[src/hdl/ppom_pkg.sv]
`timescale 1ns / 1ps
// ----------------------------------------------------------------------------
// ppom_pkg
// Shared types and constants for the price-priority order matcher.
// ----------------------------------------------------------------------------
package ppom_pkg;

    localparam int DEF_ORDERS_PER_SIDE = 16;
    localparam int DATA_W              = 32;
    localparam int REQ_W               = 2;

    localparam logic [REQ_W-1:0] REQ_ASK = 2'd0;
    localparam logic [REQ_W-1:0] REQ_BID = 2'd1;
    localparam logic [REQ_W-1:0] REQ_RUN = 2'd2;

    typedef enum logic {
        ST_IDLE,
        ST_MATCH
    } state_t;

    typedef struct packed {
        logic              valid;
        logic [DATA_W-1:0] price;
        logic [DATA_W-1:0] amount;
    } order_t;

    typedef struct packed {
        logic clear;
        logic load;
        logic pop;
        logic upd;
    } side_ctrl_t;

endpackage

[src/hdl/ppom_cell.sv]
`timescale 1ns / 1ps
// ----------------------------------------------------------------------------
// ppom_cell
// One slot of a sorted order chain: insert with shift right, pop with shift
// left, and amount update at the head.
// ----------------------------------------------------------------------------
module ppom_cell (
    input  logic                      clk,
    input  logic                      rst_n,
    input  logic                      descend,
    input  ppom_pkg::side_ctrl_t      ctrl,
    input  logic [ppom_pkg::DATA_W-1:0] new_price,
    input  logic [ppom_pkg::DATA_W-1:0] new_amount,
    input  logic [ppom_pkg::DATA_W-1:0] upd_amount,
    input  logic                      left_ins,
    input  ppom_pkg::order_t          left,
    input  ppom_pkg::order_t          right,
    output ppom_pkg::order_t          own,
    output logic                      ins
);

    logic                        valid_reg;
    logic                        valid_next;
    logic [ppom_pkg::DATA_W-1:0] price_reg;
    logic [ppom_pkg::DATA_W-1:0] price_next;
    logic [ppom_pkg::DATA_W-1:0] amount_reg;
    logic [ppom_pkg::DATA_W-1:0] amount_next;

    // new order goes at or before this slot; equal prices stay ahead
    assign ins = !valid_reg ||
                 (descend ? (price_reg < new_price) : (price_reg > new_price));

    assign own.valid  = valid_reg;
    assign own.price  = price_reg;
    assign own.amount = amount_reg;

    always_comb
    begin
        valid_next  = valid_reg;
        price_next  = price_reg;
        amount_next = amount_reg;
        if (ctrl.clear)
        begin
            valid_next = 1'b0;
        end
        else if (ctrl.load)
        begin
            if (ins)
            begin
                if (left_ins)
                begin
                    valid_next  = left.valid;
                    price_next  = left.price;
                    amount_next = left.amount;
                end
                else
                begin
                    valid_next  = 1'b1;
                    price_next  = new_price;
                    amount_next = new_amount;
                end
            end
        end
        else if (ctrl.pop)
        begin
            valid_next  = right.valid;
            price_next  = right.price;
            amount_next = right.amount;
        end
        else if (ctrl.upd)
        begin
            amount_next = upd_amount;
        end
    end

    always_ff @(posedge clk or negedge rst_n)
    begin
        if (!rst_n)
        begin
            valid_reg <= 1'b0;
        end
        else
        begin
            valid_reg <= valid_next;
        end
    end

    always_ff @(posedge clk)
    begin
        price_reg  <= price_next;
        amount_reg <= amount_next;
    end

endmodule

[src/hdl/ppom_side.sv]
`timescale 1ns / 1ps
// ----------------------------------------------------------------------------
// ppom_side
// A row of order cells kept in price order; the best order sits in cell 0.
// ----------------------------------------------------------------------------
module ppom_side #(
    parameter int ORDERS_PER_SIDE = ppom_pkg::DEF_ORDERS_PER_SIDE
) (
    input  logic                        clk,
    input  logic                        rst_n,
    input  logic                        descend,
    input  ppom_pkg::side_ctrl_t        ctrl,
    input  logic [ppom_pkg::DATA_W-1:0] new_price,
    input  logic [ppom_pkg::DATA_W-1:0] new_amount,
    input  logic [ppom_pkg::DATA_W-1:0] upd_amount,
    output ppom_pkg::order_t            head,
    output logic                        full
);

    ppom_pkg::order_t cell_q [ORDERS_PER_SIDE];
    logic             ins_w  [ORDERS_PER_SIDE];

    genvar i;
    generate
        for (i = 0; i < ORDERS_PER_SIDE; i++)
        begin : g_cell
            ppom_pkg::order_t     left_d;
            ppom_pkg::order_t     right_d;
            logic                 left_ins_d;
            ppom_pkg::side_ctrl_t cc;

            if (i == 0)
            begin : g_first
                assign left_d     = '0;
                assign left_ins_d = 1'b0;
                assign cc.upd     = ctrl.upd;
            end
            else
            begin : g_mid
                assign left_d     = cell_q[i-1];
                assign left_ins_d = ins_w[i-1];
                assign cc.upd     = 1'b0;
            end

            if (i == ORDERS_PER_SIDE - 1)
            begin : g_tail
                assign right_d = '0;
            end
            else
            begin : g_body
                assign right_d = cell_q[i+1];
            end

            assign cc.clear = ctrl.clear;
            assign cc.load  = ctrl.load;
            assign cc.pop   = ctrl.pop;

            ppom_cell u_cell (
                .clk        (clk),
                .rst_n      (rst_n),
                .descend    (descend),
                .ctrl       (cc),
                .new_price  (new_price),
                .new_amount (new_amount),
                .upd_amount (upd_amount),
                .left_ins   (left_ins_d),
                .left       (left_d),
                .right      (right_d),
                .own        (cell_q[i]),
                .ins        (ins_w[i])
            );
        end
    endgenerate

    assign head = cell_q[0];
    assign full = cell_q[ORDERS_PER_SIDE-1].valid;

endmodule

[config.mk]
export PLATFORM = sky130hd
export DESIGN_NAME = ppom_side
export DESIGN_NICKNAME = d
export VERILOG_FILES = /design/src/hdl/ppom_pkg.sv /design/src/hdl/ppom_cell.sv /design/src/hdl/ppom_side.sv
export SDC_FILE = /design/constraint.sdc
export NUM_CORES = 2
export LEC_CHECK = 0
export ABC_CLOCK_PERIOD_IN_PS = 9700
export BUFFER_PORTS_ARGS = -buffer_cell sky130_fd_sc_hd__buf_2
export CORE_ASPECT_RATIO = 1.5
export CORE_MARGIN = 1.5
export CORE_UTILIZATION = 45
export DETAILED_ROUTE_END_ITERATION = 12
export PLACE_DENSITY_LB_ADDON = 0.08
export SLEW_MARGIN = 20
export SYNTH_ARGS = -nofsm -noshare
export SYNTH_HDL_FRONTEND = slang
export SYNTH_SLANG_ARGS = --single-unit
[constraint.sdc]
create_clock -name clk -period 9.7 [get_ports clk]
set_input_delay 1.455 -clock clk [delete_from_list [all_inputs] [get_ports clk]]
set_output_delay 1.455 -clock clk [all_outputs]
set_load 0.02 [all_outputs]
==> key figures <==
Clocking
  • Reg clk slew, reported paths: 0.06 ns
  • Htree depth: 3
  • Post-CTS Hold Buffers: 0
  • Post-CTS Resized: 0
  • Clk Latency, worst-skew pair: 0.80 ns
  • CTS Buffer Depth: 3
  • Clock sink count: 1040
  • CTS buffer count: 112
  • CTS tree: built
  • Root Driver: clkbuf_16
  • Setup Fix Bufs, Post-CTS: 0

Timing
  • Relative slew slack: 18.14%
  • Crit share post-route: 64.95%
  • Final Worst Setup Slack: 3.400 ns
  • Total negative setup slack: 0 ns
  • Period minus WS final: 6.300 ns
  • Final Hold Vio Count: 0
  • Final setup violation count: 0
  • Worst-Margin Slew: 1.228 ns
  • Fin. max-slew vios: 0
  • Unrepaired setup endpoints after global routing: no
  • Fmax: 0.1587 GHz
  • Clock skew: 0.04761 ns

Power
  • Clock share of power: 35.4%
  • Worst VDD drop: 0.0001332 V
  • PD cells: 175.2 mW/mm²
  • Comb pwr share: 18.9%
  • P_int: 8520 µW
  • Switching pwr: 4003 µW
  • P_leak: 0.02723 µW
  • Switching part of the total power: 31.96%
  • Reg power frac: 45.7%

Synthesis
  • Register area share after synthesis: 47.41%
  • Post-synth EDFFs: 1024
  • Ys async rst share: 1.538%
  • Post-synthesis cell count: 6486
  • Synthesized cell area: 0.06570 mm²
  • Post-Syn Area per Cell: 10.13 µm²
  • Synth Flop Type: edfxtp_1
  • Post-Syn Nets: 7101
  • Syn. warnings: 0
  • Synth unique cells: 57
  • FF+latch count, synth: 1040

Worst setup path
  • R2R cell count: 10
  • Critical path class: input pin to register
  • Worst EP arrival: 6.70 ns
  • R2r endpoint: g_cell[8].u_cell.amount_reg[4]
  • Reg2Reg Setup Slack: 4.48 ns
  • CP endpoint kind: register
  • Critical path launch point type: input pin
  • Crit path max fanout: 32
  • CP Data Required Time: 10.10 ns
  • FF-to-FF Start: g_cell[8].u_cell.price_reg[10]

Min path
  • Min-Delay Path Class: register to register
  • Hold depth: 2
  • Hold_sp: g_cell[0].u_cell.amount_reg[18]
  • Hold path endpoint: g_cell[1].u_cell.amount_reg[18]

Placement
  • Port buffer count: 168
  • DP HPWL: 171200 µm
  • Place WS: 2.773 ns
  • Placed cells: 8061
  • Global placer's final weighted congestion: 0.9895

Global route
  • Initial antenna violation count: 22
  • Vias in the first global route: 54440
  • Largest net degree at the start of global routing: 223
  • First-pass GRT wire length: 388500 µm
  • Total track usage: 35.88%
  • GRT overflow: 0

Final layout
  • Layout area overhead: 8.764%
  • Post-route insts no fill: 8280
  • Layout cell share with drive strength beyond 1: 7.686%
  • Most frequent cells in the layout: edfxtp_1, nor2_1, a21oi_1, ha_1, mux2i_1
  • Final Util: 49.34%
  • Most common cell after layout, fill and taps aside: edfxtp_1
  • Final nets: 6887

Die
  • Core Box Area: 0.1448 mm²
  • Row cnt: 171
  • Die Y: 471.0 µm
  • I/O Pins: 169
  • Die Area: 0.1484 mm²
  • Die Wd: 315.0 µm
  • Initial Util: 45.36%

Routing
  • Wire per inst: 32.77 µm
  • Final ANT Viol Nets: 0
  • Number of vias in the routed layout: 56100
  • 1st-iter DRT viols: 6522
  • Drt drc: 0
  • Initial DRT Pass Iterations: 6
  • Detailed Route WL: 271400 µm
  • Via-per-instance ratio: 6.775

Run
  • Max_cap viols: 0

Status
  • Run status: completed
per-stage QoR:
step	hold slack [ns]	cell area, µm²	total power, µW
final	0.5776	71460	12520
after global routing	0.6105	71440	12890
after CTS	0.5959	71410	12500
after detailed placement	0.5778	67800	8112
after global placement	0.5705	67780	8075
after floorplan	0.5333	65700	7133
critical path: stages:
cell	delay, ns
buf_2	0.33
inv_1	0.45
ha_1	0.45
nand4_1	0.27
nor3_1	0.58
a21boi_0	0.68
nor4_1	0.22
buf_4	0.23
o21ai_4	0.88
nor2_1	0.25
a31oi_4	0.28
buf_4	0.54
power by group through the flow:
stage	combinational [µW]	sequential, µW	clock, µW
2_1_floorplan	1440	5690	0
3_3_place_gp	2260	5810	0
3_5_place_dp	2300	5810	0
4_1_cts	2310	5720	4480
5_1_grt	2530	5750	4610
6_report	2360	5720	4440
cell families (layout without fill, tap and decap cells):
| family | Yosys count | after routing | synth area share [%] |
|---|---|---|---|
| AOI/OAI and AO/OA | 1848 | 1848 | 17.90 |
| and+or+nand+nor | 1693 | 1693 | 11.96 |
| DFF | 1040 | 1040 | 47.41 |
| buffers and inverters | 894 | 770 | 5.362 |
| adders and majority gates | 512 | 512 | 9.750 |
| muxes | 499 | 499 | 7.610 |
| other | 0 | 15 | 0 |
per-layer routing:
layer | share of wire, % | GRT usage, % | up-vias
li1 | - | - | 24570
met1 | 37 | 42.98 | 27760
met2 | 48 | 59.02 | 2923
met3 | 7.8 | 6.413 | 826
met4 | 7.2 | 23.11 | 12
met5 | 0.029 | 0 | -
how the worst max path moves through the flow:
stage                              from                          endpoint  slack (ns)  cells after the start
after floorplan            new_price[5]    g_cell[6].u_cell.amount_reg[0]        1.83                     13
after global placement    new_price[31]   g_cell[13].u_cell.amount_reg[7]        2.49                     12
after detailed placement   new_price[1]  g_cell[13].u_cell.amount_reg[20]        2.77                     13
after CTS                  new_price[1]  g_cell[13].u_cell.amount_reg[20]        3.62                     13
after global routing       new_price[1]  g_cell[13].u_cell.amount_reg[26]        3.36                     13
final                      new_price[4]    g_cell[8].u_cell.amount_reg[4]        3.40                     12
cell usage after synthesis (all sizes together) (8+ instances only):
| cell type | instances | area share [%] |
|---|---|---|
| a211oi | 9 | 0.10 |
| a21o | 88 | 1.0 |
| a21oi | 646 | 4.9 |
| a221oi | 8 | 0.11 |
| a22oi | 8 | 0.091 |
| a31oi | 337 | 3.2 |
| and4 | 10 | 0.13 |
| buf | 139 | 1.0 |
| clkbuf | 461 | 2.6 |
| dfrtp | 16 | 0.61 |
| edfxtp | 1024 | 47 |
| ha | 512 | 9.7 |
| inv | 293 | 1.7 |
| mux2i | 495 | 7.5 |
| nand2 | 236 | 1.3 |
| nand3 | 227 | 1.7 |
| nand4 | 367 | 3.5 |
| nor2 | 749 | 4.3 |
| nor2b | 20 | 0.19 |
| nor3 | 32 | 0.24 |
| nor4 | 19 | 0.18 |
| o211a | 25 | 0.38 |
| o211ai | 34 | 0.39 |
| o21a | 25 | 0.29 |
| o21ai | 181 | 1.4 |
| o221ai | 200 | 2.7 |
| o31ai | 257 | 2.9 |
| or3 | 10 | 0.095 |
| or4 | 9 | 0.10 |
layout make-up:
type,instances,area (µm²)
Tap cell,1903,2381
Antenna cell,15,37.54
Sequential cell,1040,31160
Inverter,294,1115
Fill cell,13350,73390
Timing Repair Buffer,272,1772
Multi-Input combinational cell,4552,31400
Clock inverter,66,661.9
Clock buffer,138,2943
Note: power is estimated with default switching activity, not from simulation.
